`config.mk`:
```
export PLATFORM = sky130hd
export DESIGN_NAME = lcdbg_timer
export DESIGN_NICKNAME = d
export VERILOG_FILES = /design/src/rtl/core/lcdbg_pkg.sv /design/src/rtl/core/lcdbg_timer.sv
export SDC_FILE = /design/constraint.sdc
export NUM_CORES = 1
export LEC_CHECK = 0
export BUFFER_PORTS_ARGS = -buffer_cell sky130_fd_sc_hd__buf_4
export CAP_MARGIN = 20
export CORE_ASPECT_RATIO = 0.7
export CORE_MARGIN = 2
export CORE_UTILIZATION = 56
export DETAILED_ROUTE_END_ITERATION = 10
export GPL_ROUTABILITY_DRIVEN = 0
export PLACE_DENSITY_LB_ADDON = 0.3
export REMOVE_ABC_BUFFERS = 1
export SETUP_SLACK_MARGIN = 0.02
export SKIP_LAST_GASP = 1
export SLEW_MARGIN = 20
export SYNTH_ARGS = -nofsm -noshare
export SYNTH_HDL_FRONTEND = slang
export SYNTH_SLANG_ARGS = --single-unit
```
`constraint.sdc`:
```
create_clock -name clk -period 4.81 [get_ports clk]
set_clock_uncertainty 0.05 [all_clocks]
set_input_delay 0.2405 -clock clk [delete_from_list [all_inputs] [get_ports clk]]
set_output_delay 0.2405 -clock clk [all_outputs]
set_load 0.01 [all_outputs]
```
`src/rtl/core/lcdbg_pkg.sv`:
```
package lcdbg_pkg;

    typedef enum logic [1:0] {
        MODE_HBLANK = 2'd0,
        MODE_VBLANK = 2'd1,
        MODE_OAM    = 2'd2,
        MODE_XFER   = 2'd3
    } lcd_mode_t;

    localparam logic CMD_TICK  = 1'b0;
    localparam logic CMD_WRITE = 1'b1;

    localparam logic [1:0] REG_SCROLL_Y     = 2'd0;
    localparam logic [1:0] REG_SCROLL_X     = 2'd1;
    localparam logic [1:0] REG_BG_PALETTE   = 2'd2;
    localparam logic [1:0] REG_LINE_COMPARE = 2'd3;

    localparam logic [9:0] OAM_DOTS  = 10'd80;
    localparam logic [9:0] XFER_DOTS = 10'd172;
    localparam logic [9:0] HBL_DOTS  = 10'd204;
    localparam logic [9:0] VBL_DOTS  = 10'd456;
    localparam logic [7:0] LAST_LINE = 8'd153;
    localparam logic [9:0] CLOCK_MAX = 10'd1023;
    localparam logic [12:0] MAP_OFFSET = 13'h1800;

    // Entry of the queue between the front and the back part.
    typedef struct packed {
        logic       render;
        logic [7:0] line;
        lcd_mode_t  mode;
        logic       coincidence;
    } job_t;

    typedef enum logic [2:0] {
        RS_IDLE,
        RS_MAP,
        RS_LO,
        RS_HI,
        RS_SHADE,
        RS_EMIT
    } rstate_t;

endpackage

```
`src/rtl/core/lcdbg_timer.sv`:
```
module lcdbg_timer
    import lcdbg_pkg::*;
#(
    parameter int VISIBLE_LINES = 144
)
(
    input  logic       clk,
    input  logic       rst_n,
    input  logic       step,
    input  logic [7:0] cycles,
    input  logic [7:0] line_compare,
    output job_t       job
);

    lcd_mode_t  mode_reg, mode_next;
    logic [9:0] clock_reg, clock_next;
    logic [7:0] line_reg, line_next;
    logic [10:0] sum;
    logic [9:0] sat;
    logic [7:0] inc;
    logic       render;

    always_comb
    begin
        sum = {1'b0, clock_reg} + {3'b0, cycles};
        sat = sum[10] ? CLOCK_MAX : sum[9:0];
        inc = line_reg + 8'd1;
        mode_next = mode_reg;
        clock_next = sat;
        line_next = line_reg;
        render = 1'b0;
        unique case (mode_reg)
            MODE_OAM:
                if (sat >= OAM_DOTS)
                begin
                    clock_next = sat - OAM_DOTS;
                    mode_next = MODE_XFER;
                end
            MODE_XFER:
                if (sat >= XFER_DOTS)
                begin
                    clock_next = sat - XFER_DOTS;
                    mode_next = MODE_HBLANK;
                    render = 1'b1;
                end
            MODE_HBLANK:
                if (sat >= HBL_DOTS)
                begin
                    clock_next = sat - HBL_DOTS;
                    line_next = inc;
                    mode_next = ({24'b0, inc} >= VISIBLE_LINES) ? MODE_VBLANK : MODE_OAM;
                end
            default:
                if (sat >= VBL_DOTS)
                begin
                    clock_next = sat - VBL_DOTS;
                    line_next = inc;
                    if (inc >= LAST_LINE)
                    begin
                        line_next = 8'd0;
                        mode_next = MODE_OAM;
                    end
                end
        endcase
    end

    always_ff @(posedge clk or negedge rst_n)
    begin
        if (!rst_n)
        begin
            mode_reg <= MODE_OAM;
            clock_reg <= 10'd0;
            line_reg <= 8'd0;
        end
        else if (step)
        begin
            mode_reg <= mode_next;
            clock_reg <= clock_next;
            line_reg <= line_next;
        end
    end

    // Job fields describe the state after this tick.
    assign job.render = render;
    assign job.line = line_next;
    assign job.mode = mode_next;
    assign job.coincidence = (line_next == line_compare);

endmodule

```
==> impl_metrics.csv, run 1 <==
group,metric,value,unit
drt,avgRoutedWirePerCell,18.74,microns
synth,synthCells,370,
worst_setup_path,cp_max_fo,6,
hold_path,hold_end,"mode_reg[1]$_DFFE_PN1P_",
timing,finalCriticalPeriod,4687,ps
drt,drt-initial-drc-count,602,
grt,grt_pass1_wl,13100,microns
drt,drc_errors,0,
timing,worst_slew_pin_slew,792.8,ps
grt,track_usage,29.88,%
die,die_w,88.33,microns
clock_network,cts_buffers,3,
synth,ys_types,73,
drt,vias,3125,
synth,synth.top_cells.by_area,"dfrtp_1, ha_1, nor2_1, o21ai_0, a21oi_1",
synth,synth_area,2788,sq um
placement,place_area,3064,sq um
synth,synth_seq_area_share,18.00,%
grt,grt_max_degree,36,
cells_and_area,layout-drive-gt1-share,25.74,%
grt,first_global_vias,2619,
clock_network,cts-root-buf,"clkbuf_8",
cells_and_area,mostFrequentLayoutCells,"buf_4, nor2_1, nand2_1",
worst_setup_path,path_cells,"ha_4 > inv_2 > fa_2 > nor2b_2 > o31a_1 > a21o_4 > or2_4 > inv_4 > ha_4 > nand2_1 > nand2_2 > inv_2 > o311a_4 > or2_4 > o21a_4 > o311ai_4 > xor2_1 > a221o_1 > nor4_2 > buf_4",
worst_setup_path,cp_num_buf_inv,4,
worst_setup_path,required,4520,ps
clock_network,clk_pin_slew,80,ps
worst_setup_path,slowest_delay,410,ps
synth,yosysWarnings,0,
cells_and_area,largest_reg_flops,10,
worst_setup_path,ff2ff_setup_slack,710,ps
synth,ys.flop_type,"dfrtp_1",
timing,period_share,97.44,%
outcome,outcome,"completed",
drt,viasPerCell,6.607,
cells_and_area,final_common_cell,"buf_4",
cells_and_area,instances_no_fill,473,
synth,synth-async-reset-ratio,100.0,%
worst_setup_path,crit_type,"register to primary output",
drt,ant_nets,0,
timing,whs,315.5,ps
timing,setup_violations,0,
placement,dp_cells,456,
die,row_count,21,
worst_setup_path,r2r_end,"clock_reg[8]$_DFFE_PN0P_",
worst_setup_path,r2r_cells,19,
worst_setup_path,path_delay_family,"compound AO/OA/AOI/OAI gates",
cells_and_area,fin_area,3406,sq um
die,ioPinCount,31,
timing,slew_headroom,45.63,%
run,maxCapViolCount,0,
die,dieArea,5567,sq um
drt,drt_wl_total,8864,microns
timing,hold_violations,0,
worst_setup_path,cp-end-kind,"primary output",
clock_network,htreeDepth,1,
clock_network,cts_tree,"done",
worst_setup_path,arrival,4400,ps
worst_setup_path,start_kind,"register",
hold_path,hold_depth,3,
timing,tns,0,ps
die,die_h,63.03,microns
synth,netlist.area_leader.share,17.06,%
worst_setup_path,r2r-start,"clock_reg[0]$_DFFE_PN0P_",
placement,io_buffers,30,
clock_network,clk-insertion-delay-late,280,ps
synth,yosys.area.top_type,"dfrtp_1",
timing,fmax,0.2134,GHz
worst_setup_path,slowest_stage,"dfrtp_1",
die,core-area,4782,sq um
hold_path,worstHoldStart,"step",
grt,antenna_found_initial,0,
placement,dp_hpwl,6061,microns
clock_network,ctsLongestPathBuffers,2,
cells_and_area,num_antenna_cells,0,
cells_and_area,fin_nets,444,
synth,synth.avg_cell_area,7.534,sq um
drt,first_pass_iters,6,
worst_setup_path,critPathLaunch,"clock_reg[0]$_DFFE_PN0P_",
clock_network,clkSinkCount,20,
timing,finalMaxSlewViolations,0,
grt,overflow,0,
hold_path,hold_class,"input pin to register",
die,start_util,58.29,%
synth,ys_ff_latch,20,
synth,synth-edff-count,0,
cells_and_area,areaGrowthSynthToFinish,22.17,%
logic make-up after synthesis:
kind of cell / synth area share, %
AOI/OAI and AO/OA: 33.44
xor gates and xnor gates: 7.810
adders and majority gates: 9.246
buffers and inverters: 5.835
DFF: 18.00
muxes: 4.264
and+or+nand+nor: 21.41
worst register-to-register path, stage by stage (launching register included):
cell	delay, ps
dfrtp_1	410
ha_4	180
inv_2	60
fa_2	210
nor2b_2	50
o31a_1	300
a21o_4	270
nor2_2	210
inv_2	100
ha_1	200
and2_1	170
o31ai_4	240
o211a_1	210
a21o_2	240
buf_4	250
a211oi_2	90
xnor2_1	130
mux4_2	490
nand2_1	80
o21ai_1	60
per-layer routing:
metal  GRT usage (%)  part of all wire [%]  wire length [microns]  vias to the layer above
li1                -                     -                      -                     1420
met1           48.21                    43                   3812                     1435
met2           39.94                    41                   3615                      236
met3           6.737                    14                   1232                       34
met4           5.682                   2.3                    203                        0
met5               0                     0                      0                        -
worst max path at each step:
| stage | endpoint | cells after the start |
|---|---|---|
| floorplan | job[0] | 18 |
| global placement | job[0] | 20 |
| detailed placement | job[0] | 20 |
| CTS | job[0] | 20 |
| global route | job[0] | 20 |
| finish | job[0] | 20 |
area by class of cell:
| cell class | count | area [sq um] |
|---|---|---|
| inverter | 22 | 85.08 |
| clock buffer | 3 | 41.29 |
| fill | 355 | 1376 |
| tap | 69 | 86.33 |
| sequential | 20 | 501.7 |
| multi-input combinational | 310 | 2301 |
| clock inverter | 1 | 30.03 |
| timing repair buffer | 48 | 360.3 |
synthesized netlist by cell type, drive strengths merged, types with 3 or more instances:
library cell and n:
nor2 39, nand2 37, o21ai 32, a21oi 29, inv 22, dfrtp 19, ha 19, xnor2 14
clkbuf 12, xor2 10, a31oi 8, and3 8, nand3 8, a21o 7, buf 7, nor3 6
o21a 6, o22ai 6, mux2 5, or2 5, a211oi 4, mux2i 4, nor2b 4, o211ai 4
o31ai 4, or3 4, o211a 3, o311ai 3
per-stage QoR:
| step | worst slack (ps) | utilization, % |
|---|---|---|
| after global placement | 237.1 | 64.08 |
| after detailed placement | 79.63 | 64.08 |
| after floorplan | 290.2 | - |
| final | 123.4 | 71.22 |
| after global routing | -15.69 | 71.22 |
| after CTS | 42.30 | 66.54 |
timing repair:
| item | in CTS | in global routing |
|---|---|---|
| gates resized for setup | 9 | 29 |
| setup endpoints to repair | 1 | 1 |
| buffers inserted | 1 | 10 |
| hold endpoints to repair | 19 | 0 |
| pin swaps | 1 | 11 |
| cloned | 0 | 1 |
| hold buffers | 1 | 0 |
Power of run 1 is left out: the tool's default activity adds up to more than one toggle a clock period on the data nets, which glitch-free logic cannot reach.
==> inputs of run 2 (changes only) <==
- REMOVE_ABC_BUFFERS: 1 -> unset
- clock period: 4.81 -> 4.4 ns (I/O delays scaled with it)
==> run 2 against run 1 <==
  * The flow now finishes with violations (negative setup slack)
  * Count of clock-buffer cells in the layout increased by 1
  * Hold slack improved by 6.2 ps
  * Cell count rose by 5.5%
  * Register-to-register slack got worse by 750 ps
  * Cell area is 6.5% higher
  * Setup slack worse by 460 ps
  * Sequential cell count unchanged
  * Via count up 10%
  * Die area unchanged
  * Wire length up 15%
  * Non-clock buffer count increased by 27
  * Sequential share of layout area is 0.89 points lower
  * Critical endpoint unchanged
==> impl_metrics.csv, run 2 (synthesized netlist as in run 1, its figures left out) <==
group,metric,value,unit
drt,drt-initial-drc-count,746,
grt,grt_pass1_wl,15390,microns
outcome,outcome,"finished with violations",
placement,place_area,3191,sq um
worst_setup_path,cp_max_fo,6,
die,die_w,88.33,microns
clock_network,cts_tree,"done",
timing,finalMaxSlewViolations,0,
grt,grt_max_degree,36,
die,row_count,21,
cells_and_area,fin_area,3626,sq um
grt,track_usage,35.71,%
timing,hold_violations,0,
timing,worst_slew_pin_slew,580.0,ps
cells_and_area,fin_nets,470,
placement,dp_hpwl,6497,microns
cells_and_area,final_common_cell,"buf_4",
grt,antenna_found_initial,0,
cells_and_area,fin_util,75.82,%
drt,vias,3446,
clock_network,htreeDepth,1,
run,maxCapViolCount,0,
hold_path,hold_class,"input pin to asynchronous set/reset pin",
clock_network,cts-root-buf,"clkbuf_8",
timing,setup_violations,3,
grt,overflow,0,
worst_setup_path,cp-end-kind,"primary output",
timing,finalCriticalPeriod,4737,ps
grt,first_global_vias,3008,
clock_network,ctsLongestPathBuffers,2,
timing,fmax,0.2111,GHz
drt,drt_wl_total,10230,microns
placement,io_buffers,30,
cells_and_area,largest_reg_flops,10,
cells_and_area,instances_no_fill,499,
timing,setup_slack,-337.4,ps
clock_network,clk_pin_slew,80,ps
clock_network,cts_buffers,3,
worst_setup_path,start_kind,"register",
cells_and_area,num_antenna_cells,0,
outcome,violations,"negative setup slack",
cells_and_area,layout-drive-gt1-share,30.93,%
die,start_util,58.29,%
placement,dp_cells,470,
drt,viasPerCell,6.906,
worst_setup_path,crit_type,"register to primary output",
timing,period_share,107.7,%
drt,drc_errors,0,
timing,slew_headroom,61.34,%
drt,ant_nets,0,
timing,rsz0062_at_grt,"yes",
drt,avgRoutedWirePerCell,20.50,microns
clock_network,clk-insertion-delay-late,270,ps
die,die_h,63.03,microns
die,dieArea,5567,sq um
synth,syn_nets,409,
cells_and_area,areaGrowthSynthToFinish,30.07,%
drt,first_pass_iters,6,
worst_setup_path,required,4130,ps
die,ioPinCount,31,
placement,place_ws,-6.576,ps
cells_and_area,mostFrequentLayoutCells,"buf_4, nor2_1, nand2_1",
die,core-area,4782,sq um
worst_setup_path,arrival,4470,ps
clock_network,clkSinkCount,20,
## run 2: per-stage QoR
stage | TNS, ps | hold WS [ps]
final | -496.3 | 321.7
after global routing | -934.0 | 340.0
after CTS | -97.33 | 309.1
after detailed placement | -6.576 | 77.73
after global placement | 0 | 66.34
after floorplan | 0 | -125.6
## run 2: what timing repair did
action / 4_1_cts / 5_1_grt
gates resized for setup: 23 / 15
hold endpoints to repair: 19 / 0
pin swaps: 17 / 17
hold buffers: 1 / 0
buffers inserted: 17 / 7
setup endpoints to repair: 1 / 8
## run 2: cell type report
cell class | count | area (sq um)
Multi-Input combinational cell | 309 | 2315
Fill cell | 332 | 1156
Timing Repair Buffer | 75 | 585.6
Sequential cell | 20 | 501.7
Tap cell | 69 | 86.33
Inverter | 22 | 82.58
Clock buffer | 4 | 55.05
## run 2: critical path: stages, from the launching register on
cell	delay [ps]
dfrtp_1	390
ha_2	190
inv_2	50
fa_2	210
nor2b_2	50
o31a_1	300
a21o_1	260
or2_1	290
inv_2	120
ha_4	150
nand2_2	50
nand2_2	70
inv_2	40
o311a_4	340
a21o_4	260
buf_6	130
o21ai_4	160
o311ai_4	130
xor2_1	170
a221o_1	320
nor4_4	320
buf_4	190
## run 2: per-layer routing
metal	vias to the layer above	track usage [%]	part of all wire, %
li1	1474	-	-
met2	322	52.73	43
met1	1561	50.49	39
met3	89	10.44	14
met5	-	0	0
met4	0	10.04	4.7
## run 2: path summary, 6_finish.rpt
check / from / to / slack, ps / cells after the start
worst max-delay path: clock_reg[0]$_DFFE_PN0P_ / job[0] / -340 / 21
worst min-delay path: rst_n / clock_reg[6]$_DFFE_PN0P_ / 320 / 2
worst max register to register: clock_reg[0]$_DFFE_PN0P_ / clock_reg[4]$_DFFE_PN0P_ / -40 / 20
worst min register to register: clock_reg[3]$_DFFE_PN0P_ / clock_reg[3]$_DFFE_PN0P_ / 480 / 1
max in group asynchronous: rst_n / mode_reg[1]$_DFFE_PN1P_ / 3700 / 2
min in group clk: step / mode_reg[1]$_DFFE_PN1P_ / 320 / 3
Power of run 2 is left out for the same reason.
==> inputs of run 3 (changes only) <==
==> constraint.sdc (replaced) <==
create_clock -name clk -period 4.4 [get_ports clk]
set_clock_uncertainty 0.05 [all_clocks]
set_input_delay 0 -clock clk [delete_from_list [all_inputs] [get_ports clk]]
set_output_delay 0 -clock clk [all_outputs]
set_load 0.01 [all_outputs]
==> run 3 against run 2 <==
  * The run now ends clean
  * Register-to-register slack gained 380 ps
  * Sequential cell count is the same
  * Setup slack improved by 420 ps
  * Critical path type unchanged
  * Cell count shrank 0.60%
  * Wire length is 4.4% lower
  * Global-route usage decreased by 2.9 points
  * Fmax grew 9.8%
==> impl_metrics.csv, run 3 (synthesized netlist as in run 1, its figures left out) <==
group,metric,value,unit
timing,setup_violations,0,
die,ioPinCount,31,
worst_setup_path,cp_num_buf_inv,3,
hold_path,hold_end,"mode_reg[1]$_DFFE_PN1P_",
grt,antenna_found_initial,0,
worst_setup_path,crit_type,"register to primary output",
hold_path,hold_class,"input pin to register",
worst_setup_path,start_kind,"register",
timing,slew_headroom,58.25,%
worst_setup_path,required,4350,ps
die,core-area,4782,sq um
timing,tns,0,ps
cells_and_area,mostFrequentLayoutCells,"buf_4, nand2_1, nor2_1",
timing,worst_slew_pin_slew,622.9,ps
placement,dp_hpwl,6112,microns
grt,grt_pass1_wl,14450,microns
worst_setup_path,r2r_end,"clock_reg[4]$_DFFE_PN0P_",
worst_setup_path,cp-end-kind,"primary output",
cells_and_area,num_antenna_cells,0,
cells_and_area,largest_reg_flops,10,
die,dieArea,5567,sq um
clock_network,htreeDepth,1,
timing,finalCriticalPeriod,4316,ps
grt,grt_max_degree,36,
timing,fmax,0.2317,GHz
worst_setup_path,path_cells,"ha_2 > o211ai_1 > o21ai_1 > xor2_1 > or2_4 > inv_4 > ha_1 > nand2_2 > inv_2 > o311a_4 > or2_4 > o21a_4 > o311ai_4 > xor2_1 > a221o_1 > nor4_4 > buf_4",
grt,overflow,0,
placement,place_ws,48.19,ps
drt,viasPerCell,6.538,
drt,drt_wl_total,9774,microns
clock_network,cts-root-buf,"clkbuf_8",
die,start_util,58.29,%
worst_setup_path,cp_max_fo,6,
drt,vias,3243,
die,row_count,21,
worst_setup_path,r2r-start,"clock_reg[0]$_DFFE_PN0P_",
drt,drt-initial-drc-count,700,
grt,track_usage,32.84,%
cells_and_area,areaGrowthSynthToFinish,30.34,%
worst_setup_path,r2r_cells,19,
worst_setup_path,ff2ff_setup_slack,340,ps
worst_setup_path,path_delay_family,"compound AO/OA/AOI/OAI gates",
die,die_h,63.03,microns
timing,finalMaxSlewViolations,0,
drt,drc_errors,0,
cells_and_area,fin_nets,467,
timing,whs,93.85,ps
timing,hold_violations,0,
drt,avgRoutedWirePerCell,19.71,microns
placement,io_buffers,30,
run,maxCapViolCount,0,
outcome,outcome,"completed",
clock_network,cts_buffers,3,
timing,setup_slack,83.67,ps
clock_network,clkSinkCount,20,
drt,ant_nets,0,
worst_setup_path,arrival,4270,ps
timing,period_share,98.10,%
clock_network,cts_tree,"done",
hold_path,worstHoldStart,"step",
clock_network,clk-insertion-delay-late,270,ps
cells_and_area,final_common_cell,"buf_4",
drt,first_pass_iters,5,
timing,rsz0062_at_grt,"yes",
worst_setup_path,slowest_delay,420,ps
synth,syn_nets,409,
grt,first_global_vias,2851,
cells_and_area,fin_util,75.98,%
clock_network,clk_pin_slew,90,ps
clock_network,ctsLongestPathBuffers,2,
worst_setup_path,slowest_stage,"dfrtp_1",
die,die_w,88.33,microns
hold_path,hold_depth,3,
cells_and_area,layout-drive-gt1-share,31.38,%
## run 3: area by class of cell
type | instances | area, sq um
repair buffers | 72 | 559.3
well taps | 69 | 86.33
multi-input cells | 309 | 2330
clock buffers | 3 | 41.29
inverters | 22 | 85.08
clock inverters | 1 | 30.03
fillers | 340 | 1149
flip-flops and latches | 20 | 501.7
## run 3: routing by layer
metal | wire length (microns) | global-route usage (%) | up-vias
met5 | 0 | 6.061 | -
met4 | 301 | 5.871 | 0
met3 | 1158 | 9.775 | 55
met2 | 4077 | 44.27 | 234
met1 | 4237 | 50.85 | 1486
li1 | - | - | 1468
## run 3: worst max path at each step
stage / from / to / slack (ps) / depth (start not counted)
after floorplan: clock_reg[0]$_DFFE_PN0P_ / job[0] / 90 / 22
after global placement: clock_reg[0]$_DFFE_PN0P_ / job[0] / 170 / 20
after detailed placement: clock_reg[0]$_DFFE_PN0P_ / job[0] / 50 / 20
after CTS: clock_reg[4]$_DFFE_PN0P_ / job[0] / 30 / 17
after global routing: clock_reg[0]$_DFFE_PN0P_ / job[0] / -110 / 20
final: clock_reg[4]$_DFFE_PN0P_ / job[0] / 80 / 17
## run 3: through the flow
step	instance area, sq um	cells
floorplan	2801	370
global placement	3137	464
detailed placement	3137	464
CTS	3436	482
global route	3633	496
finish	3633	496
## run 3: repair_timing
item | CTS | global route
resized for setup | 24 | 23
hold endpoints to repair | 20 | 0
gates cloned | 0 | 0
hold buffers | 1 | 0
pin swaps | 10 | 20
buffers inserted | 13 | 14
setup endpoints to repair | 1 | 3
## run 3: worst reg2reg max path: cells and delay by family, from the launching register on
| family | cells | cell delay [ps] |
|---|---|---|
| buf+inv | 3 | 280 |
| flops | 1 | 370 |
| compound gates | 5 | 960 |
| fa+ha+maj | 3 | 750 |
| xor+xnor | 1 | 180 |
| simple gates | 7 | 1350 |
Power of run 3 is left out for the same reason.
