===== src/rtl/core/lcdbg_pkg.sv =====
package lcdbg_pkg;

    typedef enum logic [1:0] {
        MODE_HBLANK = 2'd0,
        MODE_VBLANK = 2'd1,
        MODE_OAM    = 2'd2,
        MODE_XFER   = 2'd3
    } lcd_mode_t;

    localparam logic CMD_TICK  = 1'b0;
    localparam logic CMD_WRITE = 1'b1;

    localparam logic [1:0] REG_SCROLL_Y     = 2'd0;
    localparam logic [1:0] REG_SCROLL_X     = 2'd1;
    localparam logic [1:0] REG_BG_PALETTE   = 2'd2;
    localparam logic [1:0] REG_LINE_COMPARE = 2'd3;

    localparam logic [9:0] OAM_DOTS  = 10'd80;
    localparam logic [9:0] XFER_DOTS = 10'd172;
    localparam logic [9:0] HBL_DOTS  = 10'd204;
    localparam logic [9:0] VBL_DOTS  = 10'd456;
    localparam logic [7:0] LAST_LINE = 8'd153;
    localparam logic [9:0] CLOCK_MAX = 10'd1023;
    localparam logic [12:0] MAP_OFFSET = 13'h1800;

    // Entry of the queue between the front and the back part.
    typedef struct packed {
        logic       render;
        logic [7:0] line;
        lcd_mode_t  mode;
        logic       coincidence;
    } job_t;

    typedef enum logic [2:0] {
        RS_IDLE,
        RS_MAP,
        RS_LO,
        RS_HI,
        RS_SHADE,
        RS_EMIT
    } rstate_t;

endpackage


===== src/rtl/core/lcdbg_render.sv =====
module lcdbg_render
    import lcdbg_pkg::*;
#(
    parameter int LINE_PIXELS = 160,
    parameter int GW = 5
)
(
    input  logic          clk,
    input  logic          rst_n,
    input  logic          job_valid,
    output logic          job_ready,
    input  job_t          job,
    input  logic [7:0]    scroll_y,
    input  logic [7:0]    scroll_x,
    input  logic [7:0]    bg_palette,
    output logic [12:0]   rd_addr,
    input  logic [7:0]    rd_data,
    output logic          out_valid,
    input  logic          out_ready,
    output logic [39:0]   out_data,
    output logic          out_last
);

    localparam int GROUPS = (LINE_PIXELS + 7) / 8;
    localparam logic [GW-1:0] LAST_G = GW'(GROUPS - 1);

    rstate_t       st_reg, st_next;
    job_t          job_reg;
    logic [GW-1:0] grp_reg;
    logic [2:0]    pix_reg;
    logic [15:0]   sh_reg;
    logic [7:0]    tile_reg, lo_reg;
    logic [7:0]    py, px;
    logic [8:0]    xpos;
    logic [2:0]    bitn;
    logic [1:0]    ci;
    logic [1:0]    shade;
    logic          pix_in;
    logic          ob_valid_reg;
    logic [39:0]   ob_data_reg;
    logic          ob_last_reg;
    logic          ob_free;

    assign ob_free = !ob_valid_reg || out_ready;
    assign py = job_reg.line + scroll_y;
    assign xpos = {1'b0, grp_reg, pix_reg} & 9'h1FF;
    assign px = xpos[7:0] + scroll_x;
    assign bitn = 3'd7 - px[2:0];
    assign ci = {rd_data[bitn], lo_reg[bitn]};
    assign shade = bg_palette[{ci, 1'b0} +: 2];
    assign pix_in = ({23'b0, xpos} < LINE_PIXELS);

    // Read data arrives in the cycle after its address, so the tile number read in
    // the map step addresses the low plane directly from the read port.
    always_comb
    begin
        rd_addr = MAP_OFFSET + {3'b0, py[7:3], px[7:3]};
        unique case (st_reg)
            RS_LO:   rd_addr = {1'b0, rd_data, py[2:0], 1'b0};
            RS_HI:   rd_addr = {1'b0, tile_reg, py[2:0], 1'b1};
            default: rd_addr = MAP_OFFSET + {3'b0, py[7:3], px[7:3]};
        endcase
    end

    always_comb
    begin
        st_next = st_reg;
        job_ready = 1'b0;
        unique case (st_reg)
            RS_IDLE:
                if (job_valid && ob_free)
                begin
                    job_ready = 1'b1;
                    st_next = job.render ? RS_MAP : RS_EMIT;
                end
            RS_MAP:   st_next = RS_LO;
            RS_LO:    st_next = RS_HI;
            RS_HI:    st_next = RS_SHADE;
            RS_SHADE: st_next = (pix_reg == 3'd7) ? RS_EMIT : RS_MAP;
            RS_EMIT:
                if (ob_free)
                    st_next = (!job_reg.render || grp_reg == LAST_G) ? RS_IDLE : RS_MAP;
            default: st_next = RS_IDLE;
        endcase
    end

    always_ff @(posedge clk or negedge rst_n)
    begin
        if (!rst_n)
        begin
            st_reg <= RS_IDLE;
            ob_valid_reg <= 1'b0;
        end
        else
        begin
            st_reg <= st_next;
            if (out_ready)
                ob_valid_reg <= 1'b0;
            if (st_reg == RS_EMIT && ob_free)
                ob_valid_reg <= 1'b1;
        end
    end

    // Pixel reads go map, low plane, high plane, then the shade is formed:
    // three reads per pixel.
    always_ff @(posedge clk)
    begin
        if (st_reg == RS_IDLE && job_ready)
        begin
            job_reg <= job;
            grp_reg <= '0;
            pix_reg <= 3'd0;
            sh_reg <= 16'd0;
        end
        if (st_reg == RS_LO)
            tile_reg <= rd_data;
        if (st_reg == RS_HI)
            lo_reg <= rd_data;
        if (st_reg == RS_SHADE)
        begin
            if (pix_in)
                sh_reg[{pix_reg, 1'b0} +: 2] <= shade;
            pix_reg <= pix_reg + 3'd1;
        end
        if (st_reg == RS_EMIT && ob_free)
        begin
            ob_data_reg <= {7'b0, job_reg.coincidence, job_reg.mode, job_reg.line,
                            job_reg.render ? sh_reg : 16'd0,
                            job_reg.render ? grp_reg : GW'(0), job_reg.render};
            ob_last_reg <= !job_reg.render || grp_reg == LAST_G;
            grp_reg <= grp_reg + GW'(1);
            sh_reg <= 16'd0;
        end
    end

    assign out_valid = ob_valid_reg;
    assign out_data = ob_data_reg;
    assign out_last = ob_last_reg;

    property p_last_status;
        @(posedge clk) disable iff (!rst_n)
        (out_valid && !out_data[0]) |-> out_last;
    endproperty
    assert property (p_last_status) else $error("status item without last");

    property p_hold;
        @(posedge clk) disable iff (!rst_n)
        (out_valid && !out_ready) |=> out_valid && $stable(out_data);
    endproperty
    assert property (p_hold) else $error("output changed while stalled");

    property p_idle_take;
        @(posedge clk) disable iff (!rst_n)
        job_ready |-> st_reg == RS_IDLE;
    endproperty
    assert property (p_idle_take) else $error("job taken while busy");

endmodule


===== config.mk =====
export PLATFORM = sky130hd
export DESIGN_NAME = lcdbg_render
export DESIGN_NICKNAME = d
export VERILOG_FILES = /design/src/rtl/core/lcdbg_pkg.sv /design/src/rtl/core/lcdbg_render.sv
export SDC_FILE = /design/constraint.sdc
export NUM_CORES = 1
export LEC_CHECK = 0
export BUFFER_PORTS_ARGS = -buffer_cell sky130_fd_sc_hd__buf_2
export CAP_MARGIN = 20
export CORE_MARGIN = 8
export CORE_UTILIZATION = 45
export CTS_CLUSTER_SIZE = 28
export DETAILED_ROUTE_END_ITERATION = 12
export PLACE_DENSITY = 0.69
export SLEW_MARGIN = 30
export SYNTH_ARGS = -nofsm -noshare
export SYNTH_HDL_FRONTEND = slang
export SYNTH_SLANG_ARGS = --single-unit

===== constraint.sdc =====
create_clock -name clk -period 8.7 [get_ports clk]
set_clock_uncertainty 0.05 [all_clocks]
set_input_delay 0.87 -clock clk [delete_from_list [all_inputs] [get_ports clk]]
set_output_delay 0.87 -clock clk [all_outputs]
set_load 0.005 [all_outputs]

==> summary.md, run 1 <==
| Metric | Value |
|---|---|
| Via Count | 2,973 |
| Synth Cell Area | 0.00440 mm² |
| CP max-delay cell | nor2b_1 |
| Number of setup buffers added after CTS | 0 |
| Worst Hold Slack | 0.250 ns |
| Die area | 0.0132 mm² |
| CTS tree | done |
| Least-Margin Pin Slew | 0.885 ns |
| CP Max Fanout | 16 |
| Routed WL | 9.19 mm |
| Yosys top cell by area | edfxtp_1 |
| Mean Syn Cell Area | 12.4 µm² |
| Iteration-0 DRC Markers | 88 |
| Number of routed nets with antenna violations | 0 |
| Fin. Hold Viols | 0 |
| Routed vias/inst | 5.04 |
| Distinct cells, synth | 50 |
| Pwr/cell area | 277 mW/mm² |
| Post-synthesis register bit count | 90 |
| Max-cap check violation count | 0 |
| Worst Hold Class | input port to async pin |
| Setup Viol. Count Final | 0 |
| Crit path DAT | 3.07 ns |
| Vias in the first global route | 3,098 |
| Status | completed |
| Share of cells above drive strength 1 | 27.8% |
| Die H | 115 µm |
| Clk root buf | clkbuf_8 |
| All-layer global routing usage | 14.4% |
| Synth-to-layout area growth | 17.5% |
| Main synth FF type | edfxtp_1 |
| DR pass1 iterations | 4 |
| Fraction of registers with async set or reset after synthesis | 4.44% |
| Clock-pin slew of the registers on the worst-case setup and hold paths | 0.10 ns |
| Worst EP required | 7.78 ns |
| IR drop worst, VDD | 0.000151 V |
| Port Buffers | 96 |
| Number of flip-flops in the largest register | 33 |
| Post-CTS Resized | 0 |
| RSZ-0062 raised after global routing | false |
| First-pass GRT wire length | 14.9 mm |
| Relative slew slack | 40.9% |
| Clock Tree Buf Depth | 2 |
| Worst setup SP type | register |
| Cells after synthesis | 355 |
| Pleak | 2.12 nW |
| Wire length per cell | 15.6 µm |
| Min Tclk post-route | 3.99 ns |
| Max Freq | 250 MHz |
| Seq/Total Area, Yosys | 57.4% |
| H-tree levels | 3 |
| Drt drc | 0 |
| Die W | 115 µm |
| Crit-path cells | nor2b_1 > inv_1 > a31o_2 > or3b_2 > buf_2 |
| Core box area | 0.00964 mm² |
| N_diodes | 0 |
| Critical Path Max Stage Delay | 0.76 ns |
| Total CTS buffers | 9 |
| Post-synth EDFFs | 70 |
| GRT Residual Overflow | 0 |
| I/O pins | 104 |
| Dpl hpwl | 7.26 mm |
| Clk sinks | 90 |
| # hold bufs at CTS | 0 |
| Std-Cell Rows | 36 |
| Worst Setup Path Type | register to output port |
| Antenna violations before repair | 1 |
| Commonest non-fill, non-tap cell in the layout | buf_2 |
| Period utilization | 45.9% |
| Nets@finish | 524 |
| Setup Total Neg Slack | 0 ns |
| Pin count of the biggest net entering global routing | 30 |
| Clk_lat worst skew | 0.35 ns |
| Final max-slew violation count | 0 |
| Yosys top cell area share | 47.8% |
| Commonest non-fill, non-tap cells in the layout | buf_2, edfxtp_1, and2_1 |
| Starting density of the core | 45.6% |
| Routability cong. | 0.805 |
| Synth top area cells | edfxtp_1, dfxtp_1, ha_1 |
| Yosys warning total | 0 |
| Worst setup EP type | output port |
## logic make-up (layout without fill, tap and decap cells)
| family | count (synthesis) | in the layout | synth area share (%) |
|---|---|---|---|
| compound gates | 62 | 62 | 9.19 |
| mux | 20 | 20 | 6.32 |
| other cells | 1 | 7 | 0.0853 |
| flops | 90 | 90 | 57.4 |
| simple gates | 114 | 114 | 13.7 |
| xor+xnor | 14 | 14 | 2.79 |
| buf+inv | 30 | 126 | 3.39 |
| fa+ha+maj | 24 | 24 | 7.17 |
## cell usage after synthesis, types with 4 or more instances
cell type  number
a21o_1          6
a21oi_1        15
a31o_2          4
and2_1         25
buf_4           7
clkbuf_1        8
dfrtp_1         4
dfxtp_1        16
edfxtp_1       70
ha_1           22
inv_1          13
mux2i_1        12
nand2_1        24
nand3_1        11
nand4_1         6
nor2_1         24
nor2b_1         5
nor3_1          5
o21ai_0         5
o21ai_1        14
xnor2_1        11
## per-stage QoR
| step | util, % | area [µm²] | cells | setup WS, ns | power (mW) |
|---|---|---|---|---|---|
| after floorplan | - | 4420 | 361 | 5.31 | 0.998 |
| after global placement | 51.6 | 4970 | 574 | 4.98 | 1.16 |
| after detailed placement | 51.6 | 4970 | 574 | 4.97 | 1.17 |
| after CTS | 53.6 | 5170 | 590 | 4.75 | 1.45 |
| after global routing | 53.6 | 5170 | 590 | 4.57 | 1.54 |
| final | 53.6 | 5170 | 590 | 4.71 | 1.43 |
## worst paths after layout
path | from | end | slack [ns] | depth (start not counted)
worst max-delay path | st_reg[1] | rd_addr[3] | 4.71 | 5
worst min-delay path | rst_n | st_reg[1] | 0.25 | 1
worst max register to register | pix_reg[0] | sh_reg[15] | 5.44 | 7
worst min register to register | job_reg[0] | out_data[32] | 0.38 | 0
max in group asynchronous | rst_n | out_valid | 8.23 | 1
min in group clk | job_reg[0] | out_data[32] | 0.38 | 0
## report_power, final
part	total, mW	switching [mW]	internal, mW
clock	0.276	0.164	0.112
sequential	0.622	0.0659	0.556
combinational	0.533	0.301	0.232
total	1.43	0.531	0.901
## layout make-up
cell class / instances / area [µm²]
Inverter: 13 / 48.8
Tap cell: 133 / 166
Fill cell: 901 / 4470
Timing Repair Buffer: 97 / 488
Clock buffer: 9 / 124
Multi-Input combinational cell: 241 / 1750
Clock inverter: 7 / 70.1
Sequential cell: 90 / 2520
## metal layers
layer,share of wire [%],up-vias,global-route usage (%)
met3,7.6,12,4.78
li1,-,1490,-
met5,0.087,-,0
met2,49,77,25.2
met1,42,1392,16.2
met4,1.5,2,4.82
## critical path: cells and delay by family (launching register included)
kind | cells | cell delay (ns)
AOI/OAI and AO/OA | 1 | 0.37
and+or+nand+nor | 2 | 1.22
buffers and inverters | 2 | 0.63
DFF | 1 | 0.51
Note: power is estimated with default switching activity, not from simulation.
==> run 2: changes to the inputs <==
--- a/config.mk
+++ b/config.mk
@@ -11,7 +11,7 @@
 export CORE_UTILIZATION = 45
 export CTS_CLUSTER_SIZE = 28
 export DETAILED_ROUTE_END_ITERATION = 12
-export PLACE_DENSITY = 0.69
+export PLACE_DENSITY = 0.71
 export SLEW_MARGIN = 30
 export SYNTH_ARGS = -nofsm -noshare
 export SYNTH_HDL_FRONTEND = slang
==> constraint.sdc (replaced) <==
create_clock -name clk -period 3.6 [get_ports clk]
set_clock_uncertainty 0.05 [all_clocks]
set_input_delay 0.36 -clock clk [delete_from_list [all_inputs] [get_ports clk]]
set_output_delay 0.36 -clock clk [all_outputs]
set_load 0.005 [all_outputs]
==> run 2 against run 1 <==
Net effect: critical path depth is 2 higher; non-clock buffer count grew 4; power grew 140%; sequential cell count unchanged; sequential share of layout area down 0.29 points; die area unchanged; worst setup slack worse by 4.3 ns; cell count grew 0.85%; first-iteration DRC count shrank 15%; critical path type unchanged; largest power group unchanged.
==> summary.md, run 2 (synthesized netlist as in run 1, its figures left out) <==
| Metric | Value |
|---|---|
| Status | completed |
| Crit path DAT | 2.75 ns (-0.32 ns) |
| Commonest non-fill, non-tap cell in the layout | buf_2 |
| CTS tree | done |
| H-tree levels | 3 (unchanged) |
| Iteration-0 DRC Markers | 75 (-15%) |
| Max-cap check violation count | 0 (unchanged) |
| Util after Layout | 53.9% (+0.32 points) |
| Wire length per cell | 16.1 µm (+3.4%) |
| Total CTS buffers | 9 (unchanged) |
| Std-Cell Rows | 36 (unchanged) |
| Vias in the first global route | 3,099 (+0.032%) |
| Starting density of the core | 45.6% (unchanged) |
| Post-route insts no fill | 595 (+0.85%) |
| Die area | 0.0132 mm² (unchanged) |
| Via Count | 3,049 (+2.6%) |
| Fin. Hold Viols | 0 (unchanged) |
| Least-Margin Pin Slew | 0.713 ns (-0.172 ns) |
| Pin count of the biggest net entering global routing | 31 (+3.3%) |
| Dpl hpwl | 7.46 mm (+2.7%) |
| Period utilization | 87.7% |
| Synth-to-layout area growth | 18.2% |
| Total power | 3.50 mW (+140%) |
| Final max-slew violation count | 0 (unchanged) |
| Antenna violations before repair | 1 (unchanged) |
| Setup Viol. Count Final | 0 (unchanged) |
| Clk sinks | 90 (unchanged) |
| Worst Hold Slack | 0.110 ns (-0.140 ns) |
| Die W | 115 µm (unchanged) |
| Port Buffers | 96 (unchanged) |
| First-pass GRT wire length | 15.2 mm (+1.6%) |
| Number of setup buffers added after CTS | 0 (unchanged) |
| Clk_lat worst skew | 0.37 ns (+0.02 ns) |
| Commonest non-fill, non-tap cells in the layout | buf_2, edfxtp_1, and2_1 |
| Share of cells above drive strength 1 | 28.2% (+0.41 points) |
| IR drop worst, VDD | 0.000294 V (+95%) |
| CP Max Fanout | 7 (-9) |
| RSZ-0062 raised after global routing | false |
| Worst Slack Setup Final | 0.442 ns (-4.26 ns) |
| Clk root buf | clkbuf_8 |
| Clock Tree Buf Depth | 2 (unchanged) |
| GRT Residual Overflow | 0 (unchanged) |
| Routability cong. | 0.841 (+4.4%) |
| Pwr/cell area | 673 mW/mm² (+140%) |
| Routed WL | 9.58 mm (+4.3%) |
| Die H | 115 µm (unchanged) |
| Setup Total Neg Slack | 0 ns (unchanged) |
| Worst setup EP type | output port |
| Number of routed nets with antenna violations | 0 (unchanged) |
| Placed cell count | 577 (+0.52%) |
| Worst Setup Path Type | register to output port |
| Final instance area | 0.00520 mm² (+0.61%) |
| Worst setup SP type | register |
| DR pass1 iterations | 4 (unchanged) |
| Number of flip-flops in the largest register | 33 (unchanged) |
| Post-Place Cell Area | 0.00499 mm² (+0.45%) |
| Worst EP required | 3.19 ns (-4.59 ns) |
| Max Freq | 317 MHz |
| R2R Setup Slk | 0.59 ns (-4.85 ns) |
| Drt drc | 0 (unchanged) |
| Relative slew slack | 52.0% (+11 points) |
| Routed vias/inst | 5.12 (+1.7%) |
| Min Tclk post-route | 3.16 ns |
| I/O pins | 104 (unchanged) |
| All-layer global routing usage | 14.9% (+0.54 points) |
| Core box area | 0.00964 mm² (unchanged) |
| Nets@finish | 528 (+0.76%) |
| Worst Hold Class | input port to register |
| Pleak | 2.14 nW (+1.1%) |
| Clock-pin slew of the registers on the worst-case setup and hold paths | 0.10 ns (about the same) |
| DP Worst Slack | 0.510 ns (-4.46 ns) |
==> run 2: changes by cell type in the layout (fill, tap and decap cells not counted), sizes merged <==
| cell | previous run | this run |
|---|---|---|
| buf | 97 | 100 |
| clkinv | 2 | 1 |
| clkinvlp | 1 | 0 |
| diode | 0 | 1 |
| dlygate4sd3 | 0 | 1 |
| inv | 17 | 19 |
==> run 2: power by group <==
part,leakage [nW],internal [mW],switching (mW)
clock,0.101,0.272,0.407
sequential,0.828,1.35,0.114
combinational,1.21,0.581,0.778
total,2.14,2.20,1.30
==> run 2: worst paths after layout <==
kind,from,endpoint,cells past startpoint
hold / removal,job[5],job_reg[5],1
hold reg to reg,job_reg[2],out_data[31],0
min in group asynchronous,rst_n,st_reg[1],2
setup / recovery,pix_reg[1],rd_addr[4],7
setup reg to reg,pix_reg[0],sh_reg[15],7
max in group asynchronous,rst_n,st_reg[0],2
==> run 2: what timing repair did <==
action,CTS,global route
endpoints found under the hold margin,4,0
hold buffers,1,0
resized for setup,0,0
==> run 2: layer usage <==
metal | wire [µm] | GRT usage, %
met1 | 4080 | 16.7
met3 | 805 | 6.36
met5 | 12 | 0
met4 | 178 | 6.39
met2 | 4500 | 24.5
==> run 2: area by class of cell <==
type                       instances  area (µm²)
tap                              133         166
multi-input combinational        241        1750
clock buffer                       9         124
sequential                        90        2520
antenna                            1        2.50
timing repair buffer             101         520
clock inverter                     7        66.3
fill                             884        4440
inverter                          13        48.8
==> run 2: critical path, stage by stage, from the launching register on <==
cell,delay (ns)
edfxtp_1,0.53
ha_1,0.33
a21o_1,0.19
a211o_1,0.31
a2111oi_0,0.48
o21ai_0,0.15
a31o_2,0.26
buf_2,0.12
==> run 3: changes to the inputs <==
--- a/config.mk
+++ b/config.mk
@@ -7,7 +7,6 @@
 export LEC_CHECK = 0
 export BUFFER_PORTS_ARGS = -buffer_cell sky130_fd_sc_hd__buf_2
 export CAP_MARGIN = 20
-export CORE_MARGIN = 8
 export CORE_UTILIZATION = 45
 export CTS_CLUSTER_SIZE = 28
 export DETAILED_ROUTE_END_ITERATION = 12
@@ -16,3 +15,4 @@
 export SYNTH_ARGS = -nofsm -noshare
 export SYNTH_HDL_FRONTEND = slang
 export SYNTH_SLANG_ARGS = --single-unit
+export TNS_END_PERCENT = 30
==> run 3 against run 2 <==
Net effect: global-route usage up 4.1 points; power up 1.5%; non-clock buffer count unchanged; critical path type unchanged; largest power group unchanged.
==> summary.md, run 3 (synthesized netlist as in run 1, its figures left out) <==
| Metric | Value |
|---|---|
| Total CTS buffers | 9 (unchanged) |
| Max-cap check violation count | 0 (unchanged) |
| Worst Hold Slack | 0.114 ns (+0.00486 ns) |
| Worst setup SP type | register |
| First-pass GRT wire length | 14.4 mm (-4.9%) |
| Clock-pin slew of the registers on the worst-case setup and hold paths | 0.09 ns (about the same) |
| Min Tclk post-route | 3.27 ns (+0.113 ns) |
| Die W | 101 µm (-12%) |
| Port Buffers | 96 (unchanged) |
| Placed cell count | 573 (-0.69%) |
| Antenna violations before repair | 0 (-1) |
| CP max-delay cell | a2111oi_0 |
| Synth-to-layout area growth | 18.7% |
| Setup Viol. Count Final | 0 (unchanged) |
| Share of cells above drive strength 1 | 28.2% (unchanged) |
| Final instance area | 0.00522 mm² (+0.41%) |
| CTS tree | done |
| Setup Total Neg Slack | 0 ns (unchanged) |
| Routed vias/inst | 5.16 (+0.78%) |
| Worst Slack Setup Final | 0.329 ns (-0.113 ns) |
| Final max-slew violation count | 0 (unchanged) |
| Relative slew slack | 53.8% (+1.8 points) |
| Pwr/cell area | 680 mW/mm² (+1.1%) |
| Wire length per cell | 14.9 µm (-7.4%) |
| Routability cong. | 0.820 (-2.5%) |
| Delay-heaviest family, CP | compound AO/OA/AOI/OAI gates |
| Status | completed |
| Iteration-0 DRC Markers | 87 (+16%) |
| Die area | 0.0102 mm² (-23%) |
| Via Count | 3,047 (-0.066%) |
| All-layer global routing usage | 19.0% (+4.1 points) |
| Clock Tree Buf Depth | 2 (unchanged) |
| N_diodes | 0 (-1) |
| Commonest non-fill, non-tap cell in the layout | buf_2 |
| Dpl hpwl | 6.69 mm (-10%) |
| Pin count of the biggest net entering global routing | 32 (+3.2%) |
| GRT Residual Overflow | 0 (unchanged) |
| Vias in the first global route | 3,003 (-3.1%) |
| Crit-path cells | ha_1 > a21o_1 > a211o_1 > a2111oi_0 > o21ai_0 > a31o_2 > buf_2 |
| Clk_lat worst skew | 0.36 ns (about the same) |
| Number of routed nets with antenna violations | 0 (unchanged) |
| Clk sinks | 90 (unchanged) |
| Post-route insts no fill | 590 (-0.84%) |
| IR drop worst, VDD | 0.000342 V (+16%) |
| Worst Path Buf+Inv | 1 (unchanged) |
| Period utilization | 90.9% (+3.1 points) |
| H-tree levels | 3 (unchanged) |
| Die H | 101 µm (-12%) |
| Util after Layout | 55.7% (+1.8 points) |
| DP Worst Slack | 0.580 ns (+0.0705 ns) |
| Max Freq | 306 MHz (-3.5%) |
| CP Max Fanout | 7 (unchanged) |
| Worst Setup Path Type | register to output port |
| Routed WL | 8.80 mm (-8.2%) |
| Total power | 3.55 mW (+1.5%) |
| Drt drc | 0 (unchanged) |
| I/O pins | 104 (unchanged) |
| Pleak | 2.15 nW (+0.55%) |
| RSZ-0062 raised after global routing | false |
| Commonest non-fill, non-tap cells in the layout | buf_2, edfxtp_1, and2_1 |
| Post-CTS Resized | 0 (unchanged) |
| Core box area | 0.00937 mm² (-2.8%) |
| Starting density of the core | 46.9% (+1.3 points) |
| Worst EP required | 3.19 ns (about the same) |
| DR pass1 iterations | 4 (unchanged) |
| Crit path DAT | 2.86 ns (+0.11 ns) |
| Worst setup EP type | output port |
| Least-Margin Pin Slew | 0.675 ns (-0.0376 ns) |
| Fin. Hold Viols | 0 (unchanged) |
| Critical Path Max Stage Delay | 0.62 ns (+0.09 ns) |
| Nets@finish | 528 (unchanged) |
| Worst Hold Class | input port to register |
| Clk root buf | clkbuf_8 |
| Std-Cell Rows | 35 (-2.8%) |
| Number of flip-flops in the largest register | 33 (unchanged) |
| Post-Place Cell Area | 0.00499 mm² (-0.10%) |
-- run 3: cell count changes in the layout (fill, tap and decap cells not counted) --
cell,before,now
clkbuf_16,0,1
inv_8,3,0
inv_4,1,0
clkinv_2,0,1
clkinv_4,1,2
bufinv_16,0,1
diode_2,1,0
-- run 3: path summary, 6_finish.rpt --
check                                start            to  slack [ns]  cells after the start
worst max-delay path            pix_reg[1]    rd_addr[4]        0.33                      7
max in group asynchronous            rst_n     st_reg[0]        3.11                      2
worst max register to register  pix_reg[0]    sh_reg[15]        0.63                      7
min in group asynchronous            rst_n     out_valid        0.27                      2
worst min-delay path                job[7]    job_reg[7]        0.11                      1
worst min register to register  job_reg[2]  out_data[31]        0.38                      0
-- run 3: area by class of cell --
type	instances	area, µm²
clock inverter	6	70.1
multi-input combinational	241	1750
clock buffer	10	149
inverter	13	48.8
sequential	90	2520
tap	129	161
fill	835	4150
timing repair buffer	101	520
-- run 3: power by group --
group / switching, mW / leakage [nW] / internal, mW / total, mW
Clock: 0.376 / 0.112 / 0.369 / 0.745
Combinational: 0.766 / 1.21 / 0.579 / 1.35
Sequential: 0.115 / 0.828 / 1.35 / 1.46
-- run 3: per-layer routing --
metal | track usage (%) | vias to the layer above | wire length [µm] | part of all wire, %
met3 | 5.83 | 17 | 609 | 6.9
met1 | 22.2 | 1414 | 3760 | 43
met2 | 32.5 | 110 | 4230 | 48
li1 | - | 1506 | - | -
met4 | 8.03 | 0 | 206 | 2.3
met5 | 0 | - | 0 | 0
-- run 3: what timing repair did --
| item | in CTS | in global routing |
|---|---|---|
| hold buffers | 1 | 0 |
| setup buffers | 0 | 0 |
| endpoints found under the hold margin | 4 | 0 |
